### config.mk
export PLATFORM = sky130hd
export DESIGN_NAME = srrip_hist
export DESIGN_NICKNAME = d
export VERILOG_FILES = /design/src/design/srrip_pkg.sv /design/src/design/srrip_hist.sv
export SDC_FILE = /design/constraint.sdc
export NUM_CORES = 1
export LEC_CHECK = 0
export BUFFER_PORTS_ARGS = -buffer_cell sky130_fd_sc_hd__buf_2
export CAP_MARGIN = 20
export CORE_AREA = 2 2 171 173
export DETAILED_ROUTE_END_ITERATION = 7
export DIE_AREA = 0 0 173 175
export PLACE_DENSITY_LB_ADDON = 0.12
export SYNTH_ARGS = -nofsm -noshare
export SYNTH_HDL_FRONTEND = slang
export SYNTH_SLANG_ARGS = --single-unit
### constraint.sdc
create_clock -name vclk -period 1.5
set_input_delay 0.15 -clock vclk [all_inputs]
set_output_delay 0.15 -clock vclk [all_outputs]
set_load 0.01 [all_outputs]
### src/design/srrip_pkg.sv
// shared constants and types for the segmented rrip replacement unit
package srrip_pkg;

    localparam int NUM_SETS   = 2048;
    localparam int SET_W      = $clog2(NUM_SETS);
    localparam int NUM_WAYS   = 16;
    localparam int WAY_W      = $clog2(NUM_WAYS);
    localparam int HIST_DEPTH = 8;
    localparam int HIST_W     = (HIST_DEPTH > 1) ? $clog2(HIST_DEPTH) : 1;
    localparam int LOC_W      = WAY_W + 1;
    localparam int INIT_LOC   = 6;
    localparam int PAGE_W     = 16;
    localparam int PTR_W      = 8;
    localparam int STAMP_W    = 64;

    localparam logic [1:0] RRPV_TOP = 2'd3;

    // command codes
    localparam logic CMD_QUERY  = 1'b0;
    localparam logic CMD_UPDATE = 1'b1;

    // configuration register indexes
    localparam logic [2:0] CFG_INSERT_RRPV = 3'd0;
    localparam logic [2:0] CFG_GROW_PCT    = 3'd1;
    localparam logic [2:0] CFG_SHRINK_PCT  = 3'd2;
    localparam logic [2:0] CFG_PERIOD_LOG2 = 3'd3;
    localparam logic [2:0] CFG_MIN_LOC     = 3'd4;

    typedef struct packed {
        logic [1:0]         rrpv;
        logic [STAMP_W-1:0] stamp;
        logic               mark;
    } way_meta_t;

    typedef way_meta_t [NUM_WAYS-1:0] way_row_t;

    typedef struct packed {
        logic [HIST_DEPTH-1:0][PAGE_W-1:0] page;
        logic [HIST_DEPTH-1:0][PTR_W-1:0]  ptr;
        logic [HIST_DEPTH-1:0]             ptr_valid;
        logic [HIST_W-1:0]                 slot;
        logic [LOC_W-1:0]                  seg_ways;
    } set_meta_t;

endpackage

### src/design/srrip_hist.sv
// history match and history ring update for one set
module srrip_hist
    import srrip_pkg::*;
(
    input  set_meta_t         set_in,
    input  logic [PAGE_W-1:0] page,
    input  logic [PTR_W-1:0]  ptr,
    output logic              loc,
    output set_meta_t         set_out
);

    // compare against every history slot
    always_comb
    begin
        loc = 1'b0;
        for (int i = 0; i < HIST_DEPTH; i++)
        begin
            if (set_in.page[i] == page)
            begin
                loc = 1'b1;
            end
            if (set_in.ptr_valid[i] && (set_in.ptr[i] == ptr))
            begin
                loc = 1'b1;
            end
        end
    end

    // write both tags at the ring slot and advance it
    always_comb
    begin
        set_out = set_in;
        set_out.page[set_in.slot]      = page;
        set_out.ptr[set_in.slot]       = ptr;
        set_out.ptr_valid[set_in.slot] = 1'b1;
        if (set_in.slot == HIST_W'(HIST_DEPTH - 1))
        begin
            set_out.slot = '0;
        end
        else
        begin
            set_out.slot = set_in.slot + HIST_W'(1);
        end
    end

endmodule

After elaboration in Yosys (flattened, before gate mapping)
Index checks and enable logic that the tools add are counted.

Register bits after elaboration: 0.

$lt $le $gt $ge: 2. Equality and inequality tests: 17. Reductions and logical operators: 9. Bitwise logic cells: 1. Add/subtract/negate cells: 1. Multiplexer cells: 25.

Operators with widths (count): $bwmux 128 (1); $eq 16x16->1 (8); $bwmux 64 (1); $eq 8x8->1 (8); $demux 16 s3 (1); $demux 8 s3 (1); $mux 1 (17); $mux 16 (1); $logic_and 1x1->1 (9); $mux 8 (1); $or 8x8->8 (1); $lt 3x4->1 const B (1); $add 3x1->3 const B (1); $demux 1 s3 (1); $eq 3x3->1 const B (1); $ge 3x1->1 const B (1); $mux 3 (1).

Longest topological paths before layout
Depth after elaboration: 17. Depth in mapped cells: 8. Mapped depth without buffers: 6.

Worst setup path before layout
OpenSTA, ideal clock, no wires.

Path type: input to output. Start point: input port set_in[5] (netlist bit). End point: output port set_out[101] (netlist bit). Path slack: 0.113 ns. Stages on the path: 4. Arrival time: 1.237 ns. Data required time: 1.350 ns. Cells stage by stage: buf_4 -> nor3b_4 -> buf_4 -> mux2_2.

RTL lines: start, declared (RTL line srrip_hist.sv:5) `input set_meta_t set_in,`; end, declared (RTL line srrip_hist.sv:9) `output set_meta_t set_out`.

Worst setup path after layout
Start point: input port page[6]. End point: output port loc.

Cells in the longest elaborated chain, start to end: 17.

Ends and longest elaborated chain: start, declared (RTL line srrip_hist.sv:6) `input logic [PAGE_W-1:0] page,`; $eq 16x16->1 (RTL line srrip_hist.sv:18) `if (set_in.page[i] == page)`; $mux 1 (RTL line srrip_hist.sv:18); $mux 1 (RTL line srrip_hist.sv:22) `if (set_in.ptr_valid[i] && (set_in.ptr[i] == ptr))`; $mux 1 (RTL line srrip_hist.sv:18); $mux 1 (RTL line srrip_hist.sv:22); $mux 1 (RTL line srrip_hist.sv:18); $mux 1 (RTL line srrip_hist.sv:22); $mux 1 (RTL line srrip_hist.sv:18); $mux 1 (RTL line srrip_hist.sv:22); $mux 1 (RTL line srrip_hist.sv:18); $mux 1 (RTL line srrip_hist.sv:22); $mux 1 (RTL line srrip_hist.sv:18); $mux 1 (RTL line srrip_hist.sv:22); $mux 1 (RTL line srrip_hist.sv:18); $mux 1 (RTL line srrip_hist.sv:22); $mux 1 * (RTL line srrip_hist.sv:18); $mux 1 * (RTL line srrip_hist.sv:22); end, declared (RTL line srrip_hist.sv:8) `output logic loc,`.

Mark *: on every way between the ends. The rest lies on a longest branch, timed or not.

==> impl_results.md <==
* Outcome: finished with violations
* Violations in the final reports: setup timing
* Slew Limit Fails at 0
* Diodes inserted at 0
* PD cells at 333 nW/um^2
* I/O pin count at between 400 and 500
* Rows at 62
* Met3 usage at 0.0320
* Synth Instances at about 550
* Largest net degree at the start of global routing at 16
* RSZ-0062 raised after global routing: true
* Unique masters post-synth at 22
* Critical Path AT at approximately 1.8 ns
* Die area at between 30,000 and 40,000 sq um
* Slew HR at 0.727
* Post-layout util at 0.350
* Most common cell in the netlist: mux2_2
* Tcrit/Tclk final at 1.32
* Clkbuf count at 0
* Maximum fanout along the worst path at 8
* Routability cong. at roughly 0.84
* Post-DP HPWL at roughly 26,000 microns
* Share of cells above drive strength 1 at 0.770
* Leakage at 4.70 nW
* Yosys top cell by area: mux2_2
* Post-layout nets at between 1,000 and 1,500
* Core Area at ~28,000 sq um
* Drc violations at 0
* Fin Setup TNS at -1.22 ns
* Port-buffer cells at approximately 430
* Via count at 6,223
* Setup WS post-layout at -0.473 ns
* Mapped Nets at ~780
* Syn. warnings at 0
* Post-synthesis adder-cell area fraction at 0.00510
* Vias in the first global route at roughly 6,600
* MaxCap Viol Count at 0
* Worst Hold Depth at 0
* Register area share after synthesis at 0
* Final setup vio count at 25
* Synth top cells by count: mux2_2 (188), xnor2_1 (139), xor2_1 (53)
* Synthesized area per cell at between 9 and 10 sq um
* Worst Path Required at 1.35 ns
* Endpoint class of the critical path: primary output
* Mux cell area share after synthesis at 0.440
* Pre-CTS WS at -1.00 ns
* GR Overflow Total at 0
* Global-route wire length before repair at between 40,000 and 50,000 microns
* Initial antenna violation count at 1
* Tot GR Track Use at 0.193
* Initial core utilization at 0.173
* Simple-gate portion of the synthesized area at 0.121
* Sequential cell area at 0 sq um
* Top cells by area, synth: mux2_2 (43%), xnor2_1 (25%), xor2_1 (9.5%)
* WL/cell at about 22 microns
* Area growth, synth to finish at 102%
* VDD IR max at ~0.14 mV
* Min cycle time layout at roughly 2.0 ns
* Die X-Extent at about 170 microns
* Post-route ant nets at 0
* Xor/xnor cell area share of the yosys netlist at 0.342
* Die Ht at around 180 microns
* FFs & Latches at 0
* Compound-cell area share of the yosys netlist at 0.00102
* Met1 Use GR at 0.218
* Maximum clock rate at just over 500 MHz
* Syn Std Cell Area at between 4000 and 5000 sq um
* CP Launch Type: input port
* DR vias/cell at roughly 4.3
* Final Hold Vio Count at 0
* DRT Wirelength at 32,000 microns
* # hold bufs at CTS at 0
* Top cell type's share of synthesized area at 0.431
* Drt initial violations at ~200
* Crit path kind: in2out
* Largest family of logic cells by synthesized area: multiplexers
* Drt pass-1 iters at 4
* Met2 usage at 0.383
* Grt peak-use layer: met2
* Min-delay worst type: in2out
* Slew @ Worst Pin at just over 0.4 ns
layout by cell type (no fill, tap or decap), drive strengths merged:
cell type / instances
or2: 4
nor4: 25
nand4: 34
xor2: 53
xnor2: 139
o21ai: 1
ha: 2
nor2: 1
nand3b: 3
nor3: 3
nand2b: 4
clkbuf: 2
nand3: 9
mux2: 192
buf: 578
nor3b: 3
stage by stage:
step | cells | instance area (sq um) | power, W | hold WS [ns]
6_report | 1437 | 9930 | 0.00330 | 0.300
5_1_grt | 1437 | 9930 | 0.00351 | 0.300
4_1_cts | 1432 | 9450 | 0.00316 | 0.300
3_5_place_dp | 1408 | 8210 | 0.00274 | 0.300
3_3_place_gp | 1408 | 8210 | 0.00275 | 0.300
2_1_floorplan | 545 | 4910 | 0.00141 | 0.392
final timing paths:
kind                      start          to  slack [ns]
worst max-delay path    page[6]         loc       -0.47
worst min-delay path  set_in[4]  set_out[4]        0.30
area by class of cell:
type	count	area [sq um]
fillers	3081	18500
well taps	384	480
repair buffers	580	4340
multi-input cells	473	5110
per-layer routing:
metal,share of wire,up-vias
li1,-,2932
met1,0.38,2949
met2,0.53,307
met3,0.066,33
met4,0.023,2
met5,0.00050,-
timing repair:
| action | in CTS | in global routing |
|---|---|---|
| setup buffers | 21 | 6 |
| gates resized for setup | 203 | 87 |
| setup endpoints to repair | 113 | 107 |
| pin swaps | 30 | 12 |
| cloned | 5 | 2 |
cell families after synthesis:
logic type	count (synthesis)
compound gates	1
simple gates	86
mux	192
fa+ha+maj	2
xor+xnor	192
buf+inv	72
report_power, final:
part | switching, W | internal [W]
logic | 0.00150 | 0.00180
clock network | 0 | 0
registers | 0 | 0
total | 0.00150 | 0.00180
worst max-delay path, stage by stage:
cell     delay, ns
buf_4         0.13
buf_12        0.14
xnor2_1       0.12
nand4_1       0.21
nor4_4        0.09
nor4_4        0.40
buf_4         0.17
nand4_1       0.19
buf_2         0.22
No activity file was read; power rests on OpenSTA's default activity.
