--- src/design/srrip_ram.sv ---
// generic single-write, single-read synchronous ram with a registered read port
module srrip_ram #(
    parameter int WIDTH = 8,
    parameter int DEPTH = 16
) (
    input  logic                     clk,
    input  logic                     wr_en,
    input  logic [$clog2(DEPTH)-1:0] wr_addr,
    input  logic [WIDTH-1:0]         wr_data,
    input  logic                     rd_en,
    input  logic [$clog2(DEPTH)-1:0] rd_addr,
    output logic [WIDTH-1:0]         rd_data
);

    logic [WIDTH-1:0] mem [DEPTH];

    // write port
    always_ff @(posedge clk)
    begin
        if (wr_en)
        begin
            mem[wr_addr] <= wr_data;
        end
    end

    // registered read port
    always_ff @(posedge clk)
    begin
        if (rd_en)
        begin
            rd_data <= mem[rd_addr];
        end
    end

endmodule

--- config.mk ---
export PLATFORM = sky130hd
export DESIGN_NAME = srrip_ram
export DESIGN_NICKNAME = d
export VERILOG_FILES = /design/src/design/srrip_ram.sv
export SDC_FILE = /design/constraint.sdc
export NUM_CORES = 1
export LEC_CHECK = 0
export ABC_AREA = 1
export BUFFER_PORTS_ARGS = -buffer_cell sky130_fd_sc_hd__buf_4
export CORE_AREA = 5 5 110 112
export CTS_BUF_LIST = sky130_fd_sc_hd__clkbuf_4
export CTS_CLUSTER_DIAMETER = 100
export DETAILED_ROUTE_END_ITERATION = 10
export DIE_AREA = 0 0 115 117
export PLACE_DENSITY = 0.71
export SETUP_SLACK_MARGIN = 0.02
export SLEW_MARGIN = 40
export SYNTH_ARGS = -nofsm -noshare
export SYNTH_HDL_FRONTEND = slang
export SYNTH_SLANG_ARGS = --single-unit
--- constraint.sdc ---
create_clock -name clk -period 1.8 [get_ports clk]
set_clock_uncertainty 0.05 [all_clocks]
set_input_delay 0.36 -clock clk [delete_from_list [all_inputs] [get_ports clk]]
set_output_delay 0.36 -clock clk [all_outputs]
set_load 0.005 [all_outputs]
# Word-level counts from Yosys, hierarchy flattened
# Memories as Yosys holds them, arrays and structs flattened. A register that Yosys moved wholly into a read port is not among the register bits.
# Cells that the tools add are included.
# Widths: inputs -> output; s select.
[op_classes] muxes=2
[ops] operator="$mux 1" n=2
[word_totals] output_inout_bits=8 ff_bits=0 memories=1 ram_bits=128 in_bits=19 elab_cells=3
[mem_list] memory="mem" words=16 width=8 read_ports=1 rd_clocked_by_memory_dff=1 wr=1 line="15" text="logic [WIDTH-1:0] mem [DEPTH];"

# Logic depth before layout (Yosys ltp)
# Gate-level depths: netlist of run 1.
[depth] depth_word=2 depth_mapped=8 ltp_nobuf=7

# Worst setup path after synthesis of run 1
# Ideal clock, no wire load.
[synth_timing] path_kind="input to register" startpoint="input port wr_addr[2]" endpoint="memory mem[10][0] (enable)" t_arrival_ns=0.941 setup_time_ns=0.370 n_path_buf=0 path_slack_ns=0.439 stages=2 t_required_ns=1.380 cell_sequence="nand3b_1 > nor2_1"
[synth_rtl] item="start: declaration" line="8" text="input logic [$clog2(DEPTH)-1:0] wr_addr,"
[synth_rtl] item="end: declaration" line="15"
# Straight into the memory's write port.

# Worst setup path in the final report of run 1
[layout_timing] startpoint="register rd_data[0] (read register of mem)" endpoint="output port rd_data[0]"
[layout_rtl] item="start: declaration" line="12" text="output logic [WIDTH-1:0] rd_data"
# No word-level cell between the ends.

==> impl_metrics.ini, run 1 <==
[timing]
period_share_pct = 85.0
setup_viol = 0
slew_viol_final = 0
relSlewSlack_pct = 79.7
whs_ps = 91.1
fin_crit_ps = 1530
fin_tns_setup_ps = 0
worstMarginPinSlew_ps = 304
rsz0062_at_grt = no
max_freq_ghz = 0.654
final_hold_viol_count = 0

[pwr]
p_sw_share_pct = 22.5
p_int_uw = 4800
p_comb_share_pct = 7.4
power_frac_seq_pct = 57.9
switchingPower_uw = 1390
ir_drop_mv = 0.474
power.density_mw_per_mm2 = 937
clockPowerShare_pct = 34.8
p_leak_uw = 0.00285

[floorplan]
core_area_sq_mm = 0.0111
io_pins = 27
die-area_sq_mm = 0.0135
start_util_pct = 52.6
chipHeight_um = 117
rows = 39
die_w_um = 115

[setup_path]
critPathMaxFanout = 1
timing.reg2reg.setup_slack_ps = 600
max_stage_delay_ps = 440
criticalPathCategory = register to output port
cp_slowest_cell = edfxtp_1
r2r_start = mem[7][3]$_DFFE_PP_
end_kind = output port
reg2reg_depth = 6
cp.arrival_ps = 1120
timing.rr.end = rd_data[3]$_DFFE_PP_
crit_buf_inv = 1
crit_family = flip-flops
critPathLaunchType = register
path_cells = buf_4
cp.required_ps = 1390

[cts]
clk_pin_slew_worst_paths_ps = 120
cts_buffers = 17
postCtsSetupRepairBufs = 0
clk_latency_ps = 520
clock_tree.buffer_depth = 2
root_buffer = clkbuf_4
cts.htree.levels = 4
cts_resized = 0
cts_hold_buf = 0
cts_sinks = 136
cts_tree = built

[place]
place_congestion = 0.867
port_buffers = 26
place_inst = 719
dp_hpwl_mm = 7.74

[global_routing]
use_met1_pct = 26.7
grt_max_degree = 65
grt_pass1_wl_mm = 20.0
grt.total_usage_pct = 20.2
grt.busiest_layer = met2
met2_usage_pct = 32.8
grt-ovfl-total = 0
gr-usage-met3_pct = 4.32
grt_pass1_vias = 3790
grt_antenna_before_repair = 0

[hold_path]
worstHoldEndpoint = rd_data[2]$_DFFE_PP_
hp-class = input port to register
hold_depth = 1
holdCritStartpoint = rd_en

[cells_and_area]
stdcell_count = 751
layout-drive-gt1-share_pct = 13.3
nets = 614
fin_util_pct = 59.3
nFillCells = 915
syn2layout_area_growth_pct = 12.9

[synthesis]
ys_seq_area_share_pct = 69.8
netlist_area_sq_mm = 0.00585
ys_warn_count = 0
syn_inst = 551
synth_fp_nets = 570
ys_types = 11
syn-mean-instance-area_sq_um = 10.6
ys_ff_latch = 136

[detailed_routing]
postRouteAntennaNets = 0
wire_per_inst_um = 16.5
drc_errors = 0
via_count = 3864
vias_per_cell = 5.15
drt-total-wl_mm = 12.4
first_pass_iters = 5
drtIter0Drc = 362

[run]
maxCapViolCount = 0

[run_status]
status = finished clean
## flip-flops by register name (all words and copies together) (netlist names)
| name | flops |
|---|---|
| mem | 128 |
| rd_data | 8 |
## area by class of cell
type | count | area, sq um | share of cell area, %
inverters | 102 | 383 | 5.80
multi-input cells | 289 | 1210 | 18.4
diodes | 1 | 2.50 | 0.0379
clock buffers | 17 | 128 | 1.93
clock inverters | 14 | 183 | 2.77
well taps | 143 | 179 | 2.71
repair buffers | 49 | 430 | 6.52
flip-flops and latches | 136 | 4080 | 61.9
## worst max-delay path by stage
stage / startpoint / end / depth (start not counted)
after floorplan: wr_addr[2] / mem[10][0]$_DFFE_PP_ / 2
after global placement: rd_addr[0] / rd_data[5]$_DFFE_PP_ / 7
after detailed placement: rd_addr[0] / rd_data[3]$_DFFE_PP_ / 7
after CTS: rd_data[0]$_DFFE_PP_ / rd_data[0] / 1
after global routing: rd_data[0]$_DFFE_PP_ / rd_data[0] / 1
final: rd_data[0]$_DFFE_PP_ / rd_data[0] / 1
## Yosys cell counts
cell type / n / share of area (%)
inv_2: 2 / 0.13
buf_4: 4 / 0.51
buf_6: 6 / 1.2
buf_1: 1 / 0.064
edfxtp_1: 136 / 70
buf_2: 13 / 1.1
nand3b_1: 2 / 0.26
inv_1: 100 / 6.4
nand3_1: 97 / 8.3
nor2_1: 17 / 1.1
nand2_1: 173 / 11
## logic make-up (layout without fill, tap and decap cells)
family / after synthesis / in the layout / synth area share [%]
flops: 136 / 136 / 69.8
buf+inv: 126 / 182 / 9.39
simple gates: 289 / 289 / 20.8
other cells: 0 / 1 / 0
## layer usage
layer / routed length (um) / share of wire [%] / up-vias
met4: 314 / 2.5 / 0
li1: - / - / 1871
met5: 0 / 0 / -
met2: 6060 / 49 / 143
met3: 788 / 6.3 / 23
met1: 5260 / 42 / 1827
## per-stage QoR
stage | worst slack, ps | instance area (sq um) | total power [uW]
after global routing | 220 | 6600 | 6430
after global placement | 226 | 6290 | 4100
after floorplan | 439 | 5850 | 3900
after detailed placement | 212 | 6290 | 4110
after CTS | 244 | 6600 | 6230
final | 271 | 6600 | 6190
## layout by cell type (no fill, tap or decap)
cell type	instances
buf_12	5
clkbuf_4	17
diode_2	1
nand3b_1	2
buf_4	44
bufinv_16	4
clkinv_1	1
nor2_1	17
edfxtp_1	136
clkinv_2	4
inv_2	2
inv_1	100
clkinv_4	1
nand3_1	97
clkinvlp_4	4
nand2_1	173
## power groups by stage
| stage | Combinational (uW) | Clock [uW] | Sequential (uW) |
|---|---|---|---|
| 6_report | 456 | 2150 | 3580 |
| 5_1_grt | 509 | 2330 | 3590 |
| 4_1_cts | 457 | 2190 | 3580 |
| 3_5_place_dp | 455 | 0 | 3660 |
| 3_3_place_gp | 446 | 0 | 3650 |
| 2_1_floorplan | 250 | 0 | 3650 |
No activity file was read; power rests on OpenSTA's default activity.
==> run 2, diff against run 1 <==
Settings changed: PLACE_DENSITY 0.71 to 0.74.
Clock period 1.8 ns to 1.4 ns, I/O delays scaled along.
==> impl_metrics.ini, run 2 (synthesis results as in run 1) <==
[cts]
cts.htree.levels = 4
clk_pin_slew_worst_paths_ps = 120
postCtsSetupRepairBufs = 0
cts_buffers = 17
clock_tree.buffer_depth = 2
root_buffer = clkbuf_4
cts_tree = built
cts_sinks = 136
clk_latency_ps = 510

[timing]
fin_tns_setup_ps = -26.1
max_freq_ghz = 0.705
fin_crit_ps = 1420
final_hold_viol_count = 0
setup_viol = 2
worstMarginPinSlew_ps = 615
period_share_pct = 101
relSlewSlack_pct = 58.9
finalWorstSetupSlack_ps = -18.5
slew_viol_final = 0
rsz0062_at_grt = yes
whs_ps = 53.0

[global_routing]
grt-ovfl-total = 0
grt_antenna_before_repair = 1
grt_max_degree = 63
grt_pass1_wl_mm = 20.0
grt_pass1_vias = 3880
grt.total_usage_pct = 20.0

[setup_path]
end_kind = output port
crit_buf_inv = 1
critPathMaxFanout = 1
cp.required_ps = 1070
path_cells = buf_6
cp_slowest_cell = edfxtp_1
cp.arrival_ps = 1090
max_stage_delay_ps = 440
critPathLaunchType = register
criticalPathCategory = register to output port
crit_family = flip-flops

[detailed_routing]
drt-total-wl_mm = 12.7
via_count = 3945
drc_errors = 0
postRouteAntennaNets = 0
wire_per_inst_um = 16.8
vias_per_cell = 5.23
drtIter0Drc = 481
first_pass_iters = 5

[floorplan]
start_util_pct = 52.6
rows = 39
core_area_sq_mm = 0.0111
die-area_sq_mm = 0.0135
die_w_um = 115
io_pins = 27
chipHeight_um = 117

[cells_and_area]
layout-drive-gt1-share_pct = 13.8
nets = 617
largest_reg_flops = 128
most-common-layout-cells = nand2_1 (173), edfxtp_1 (136), inv_1 (100)
top_register = mem
nFillCells = 914
mostFrequentLayoutCell = nand2_1
syn2layout_area_growth_pct = 12.5
multiInputGateArea_sq_mm = 0.00121
reg_top3 = mem: 128 flops, rd_data: 8 flops
regArea_sq_mm = 0.00408

[pwr]
p_leak_uw = 0.00283
power.density_mw_per_mm2 = 1150
ir_drop_mv = 0.607

[place]
place_congestion = 0.832
dp_hpwl_mm = 8.00
port_buffers = 26
detailedPlace.worstSlack_ps = -216

[run]
maxCapViolCount = 0

[run_status]
violations = setup timing
status = finished, violations left

[hold_path]
hp-class = input port to register
run 2: repair_timing:
action                                 4_1_cts  5_1_grt
hold buffers                                 1        0
resized for setup                            2        2
endpoints found under the hold margin        8        0
setup endpoints to repair                    8        8
gates cloned                                 0        0
run 2: power by group:
| part | internal, uW | switching, uW | total (uW) |
|---|---|---|---|
| logic | 210 | 390 | 599 |
| registers | 4580 | 27.2 | 4610 |
| clock network | 905 | 1450 | 2350 |
| total | 5690 | 1860 | 7560 |
run 2: area by class of cell:
class | count | area share [%]
Clock buffer | 18 | 2.05
Timing Repair Buffer | 52 | 6.96
Inverter | 102 | 5.82
Multi-Input combinational cell | 289 | 18.4
Clock inverter | 13 | 1.88
Sequential cell | 136 | 62.1
Antenna cell | 1 | 0.0380
Tap cell | 143 | 2.72
run 2: routing by layer:
layer,routed length (um),track usage (%),vias up
met4,196,5.95,0
met3,1080,4.58,20
met5,0,0,-
li1,-,-,1877
met1,4940,26.3,1879
met2,6480,33.6,169
run 2: metrics by stage:
| step | utilization, % | cells | total power [uW] | instance area (sq um) |
|---|---|---|---|---|
| 2_1_floorplan | - | 551 | 5020 | 5850 |
| 3_3_place_gp | 56.6 | 721 | 5270 | 6290 |
| 3_5_place_dp | 56.6 | 721 | 5290 | 6290 |
| 4_1_cts | 59.0 | 753 | 7580 | 6570 |
| 5_1_grt | 59.1 | 754 | 7850 | 6580 |
| 6_report | 59.1 | 754 | 7560 | 6580 |
run 2: worst paths after layout:
check                        from                   end  slack, ps  cells after the start
max          rd_data[6]$_DFFE_PP_            rd_data[6]        -20                      1
min                    wr_data[1]   mem[6][1]$_DFFE_PP_         50                      1
max reg2reg   mem[1][4]$_DFFE_PP_  rd_data[4]$_DFFE_PP_        170                      6
min reg2reg   mem[2][6]$_DFFE_PP_  rd_data[6]$_DFFE_PP_        690                      6
==> run 3, diff against run 2 <==
Settings changed: BUFFER_PORTS_ARGS -buffer_cell sky130_fd_sc_hd__buf_4 to not set, DONT_BUFFER_PORTS set to 1, GPL_ROUTABILITY_DRIVEN set to 0, PLACE_DENSITY 0.74 to 0.72.
==> impl_metrics.ini, run 3 (synthesis results as in run 1) <==
[detailed_routing]
vias_per_cell = 5.29
drc_errors = 0
wire_per_inst_um = 17.6
postRouteAntennaNets = 0
drt-total-wl_mm = 12.9
first_pass_iters = 7
drtIter0Drc = 428
via_count = 3877

[floorplan]
rows = 39
chipHeight_um = 117
die-area_sq_mm = 0.0135
core_area_sq_mm = 0.0111
start_util_pct = 52.6
die_w_um = 115
io_pins = 27

[global_routing]
grt_max_degree = 66
grt_pass1_wl_mm = 20.7
grt_pass1_vias = 3697
grt_antenna_before_repair = 1
grt.total_usage_pct = 20.9
grt-ovfl-total = 0

[cells_and_area]
nets = 598
layout-drive-gt1-share_pct = 7.64
most-common-layout-cells = nand2_1 (173), edfxtp_1 (136), inv_1 (100)
top_register = mem
syn2layout_area_growth_pct = 8.69
reg_top3 = mem: 128 flops, rd_data: 8 flops
largest_reg_flops = 128
nFillCells = 960
mostFrequentLayoutCell = nand2_1

[cts]
root_buffer = clkbuf_4
postCtsSetupRepairBufs = 0
cts.htree.levels = 4
cts_tree = built
cts_sinks = 136
clock_tree.buffer_depth = 2
cts_buffers = 17
clk_pin_slew_worst_paths_ps = 100
clk_latency_ps = 530

[setup_path]
cp.required_ps = 1070
end_kind = output port
critPathLaunchType = register
cp.arrival_ps = 980
criticalPathCategory = register to output port
critPathMaxFanout = 1

[pwr]
clockPowerShare_pct = 27.4
switchingPower_uw = 1580
power_uw = 7010
p_leak_uw = 0.00271
p_sw_share_pct = 22.6
p_comb_share_pct = 6.7
power_frac_seq_pct = 65.9
ir_drop_mv = 0.470
power.density_mw_per_mm2 = 1100
p_int_uw = 5420

[timing]
setup_viol = 0
slew_viol_final = 0
final_hold_viol_count = 0
period_share_pct = 93.5
max_freq_ghz = 0.764
worstMarginPinSlew_ps = 817
fin_tns_setup_ps = 0
fin_crit_ps = 1310
rsz0062_at_grt = no
relSlewSlack_pct = 45.4

[hold_path]
hp-class = input port to register

[run_status]
status = finished clean

[run]
maxCapViolCount = 0

[place]
port_buffers = 0
dp_hpwl_mm = 7.86
## run 3: changes by cell type in the layout (fill, tap and decap cells not counted), sizes merged
cell         previous run  this run
buf                    51        20
bufinv                  1         0
clkbuf                 18        20
clkinv                  3         9
clkinvlp                6         0
dlygate4sd3             1        13
inv                   105       102
## run 3: worst paths after layout
check	from	end	slack, ps	depth (start not counted)
min reg2reg	mem[10][6]$_DFFE_PP_	rd_data[6]$_DFFE_PP_	690	6
max	rd_data[6]$_DFFE_PP_	rd_data[6]	90	0
max reg2reg	mem[0][3]$_DFFE_PP_	rd_data[3]$_DFFE_PP_	260	6
min	rd_addr[2]	rd_data[5]$_DFFE_PP_	30	3
## run 3: layer usage
| layer | global-route usage (%) | vias up | routed length, um |
|---|---|---|---|
| met1 | 29.6 | 1848 | 5550 |
| li1 | - | 1840 | - |
| met2 | 31.8 | 172 | 6150 |
| met5 | 0 | - | 0 |
| met4 | 8.29 | 0 | 252 |
| met3 | 4.68 | 17 | 969 |
## run 3: what timing repair did
item                                    4_1_cts  5_1_grt
hold buffers                                 12        1
hold endpoints to repair                    144        1
resized for setup                             0        0
endpoints found under the setup margin        0        0
## run 3: power by group through the flow
stage          registers, uW  logic (uW)  clock network [uW]
4_1_cts                 4620         464                1960
6_report                4620         467                1920
3_5_place_dp            4710         357                   0
3_3_place_gp            4710         354                   0
2_1_floorplan           4690         322                   0
5_1_grt                 4630         526                2160
## run 3: cell type report
cell class | instances | area (sq um) | share of cell area [%]
sequential | 136 | 4080 | 64.3
timing repair buffer | 33 | 305 | 4.80
antenna | 1 | 2.50 | 0.0394
multi-input combinational | 289 | 1210 | 19.1
clock inverter | 9 | 37.5 | 0.591
tap | 143 | 179 | 2.82
clock buffer | 20 | 150 | 2.36
inverter | 102 | 383 | 6.02
## run 3: through the flow
| step | hold slack (ps) | instance area [sq um] | util (%) | setup slack [ps] | std cells |
|---|---|---|---|---|---|
| after floorplan | 329 | 5850 | - | 119 | 551 |
| after detailed placement | 330 | 6030 | 54.2 | 24.6 | 690 |
| final | 34.8 | 6350 | 57.1 | 91.2 | 733 |
| after CTS | 3.80 | 6340 | 57.0 | 55.0 | 731 |
| after global placement | 330 | 6030 | 54.2 | 33.2 | 690 |
| after global routing | 8.33 | 6350 | 57.1 | 21.4 | 733 |
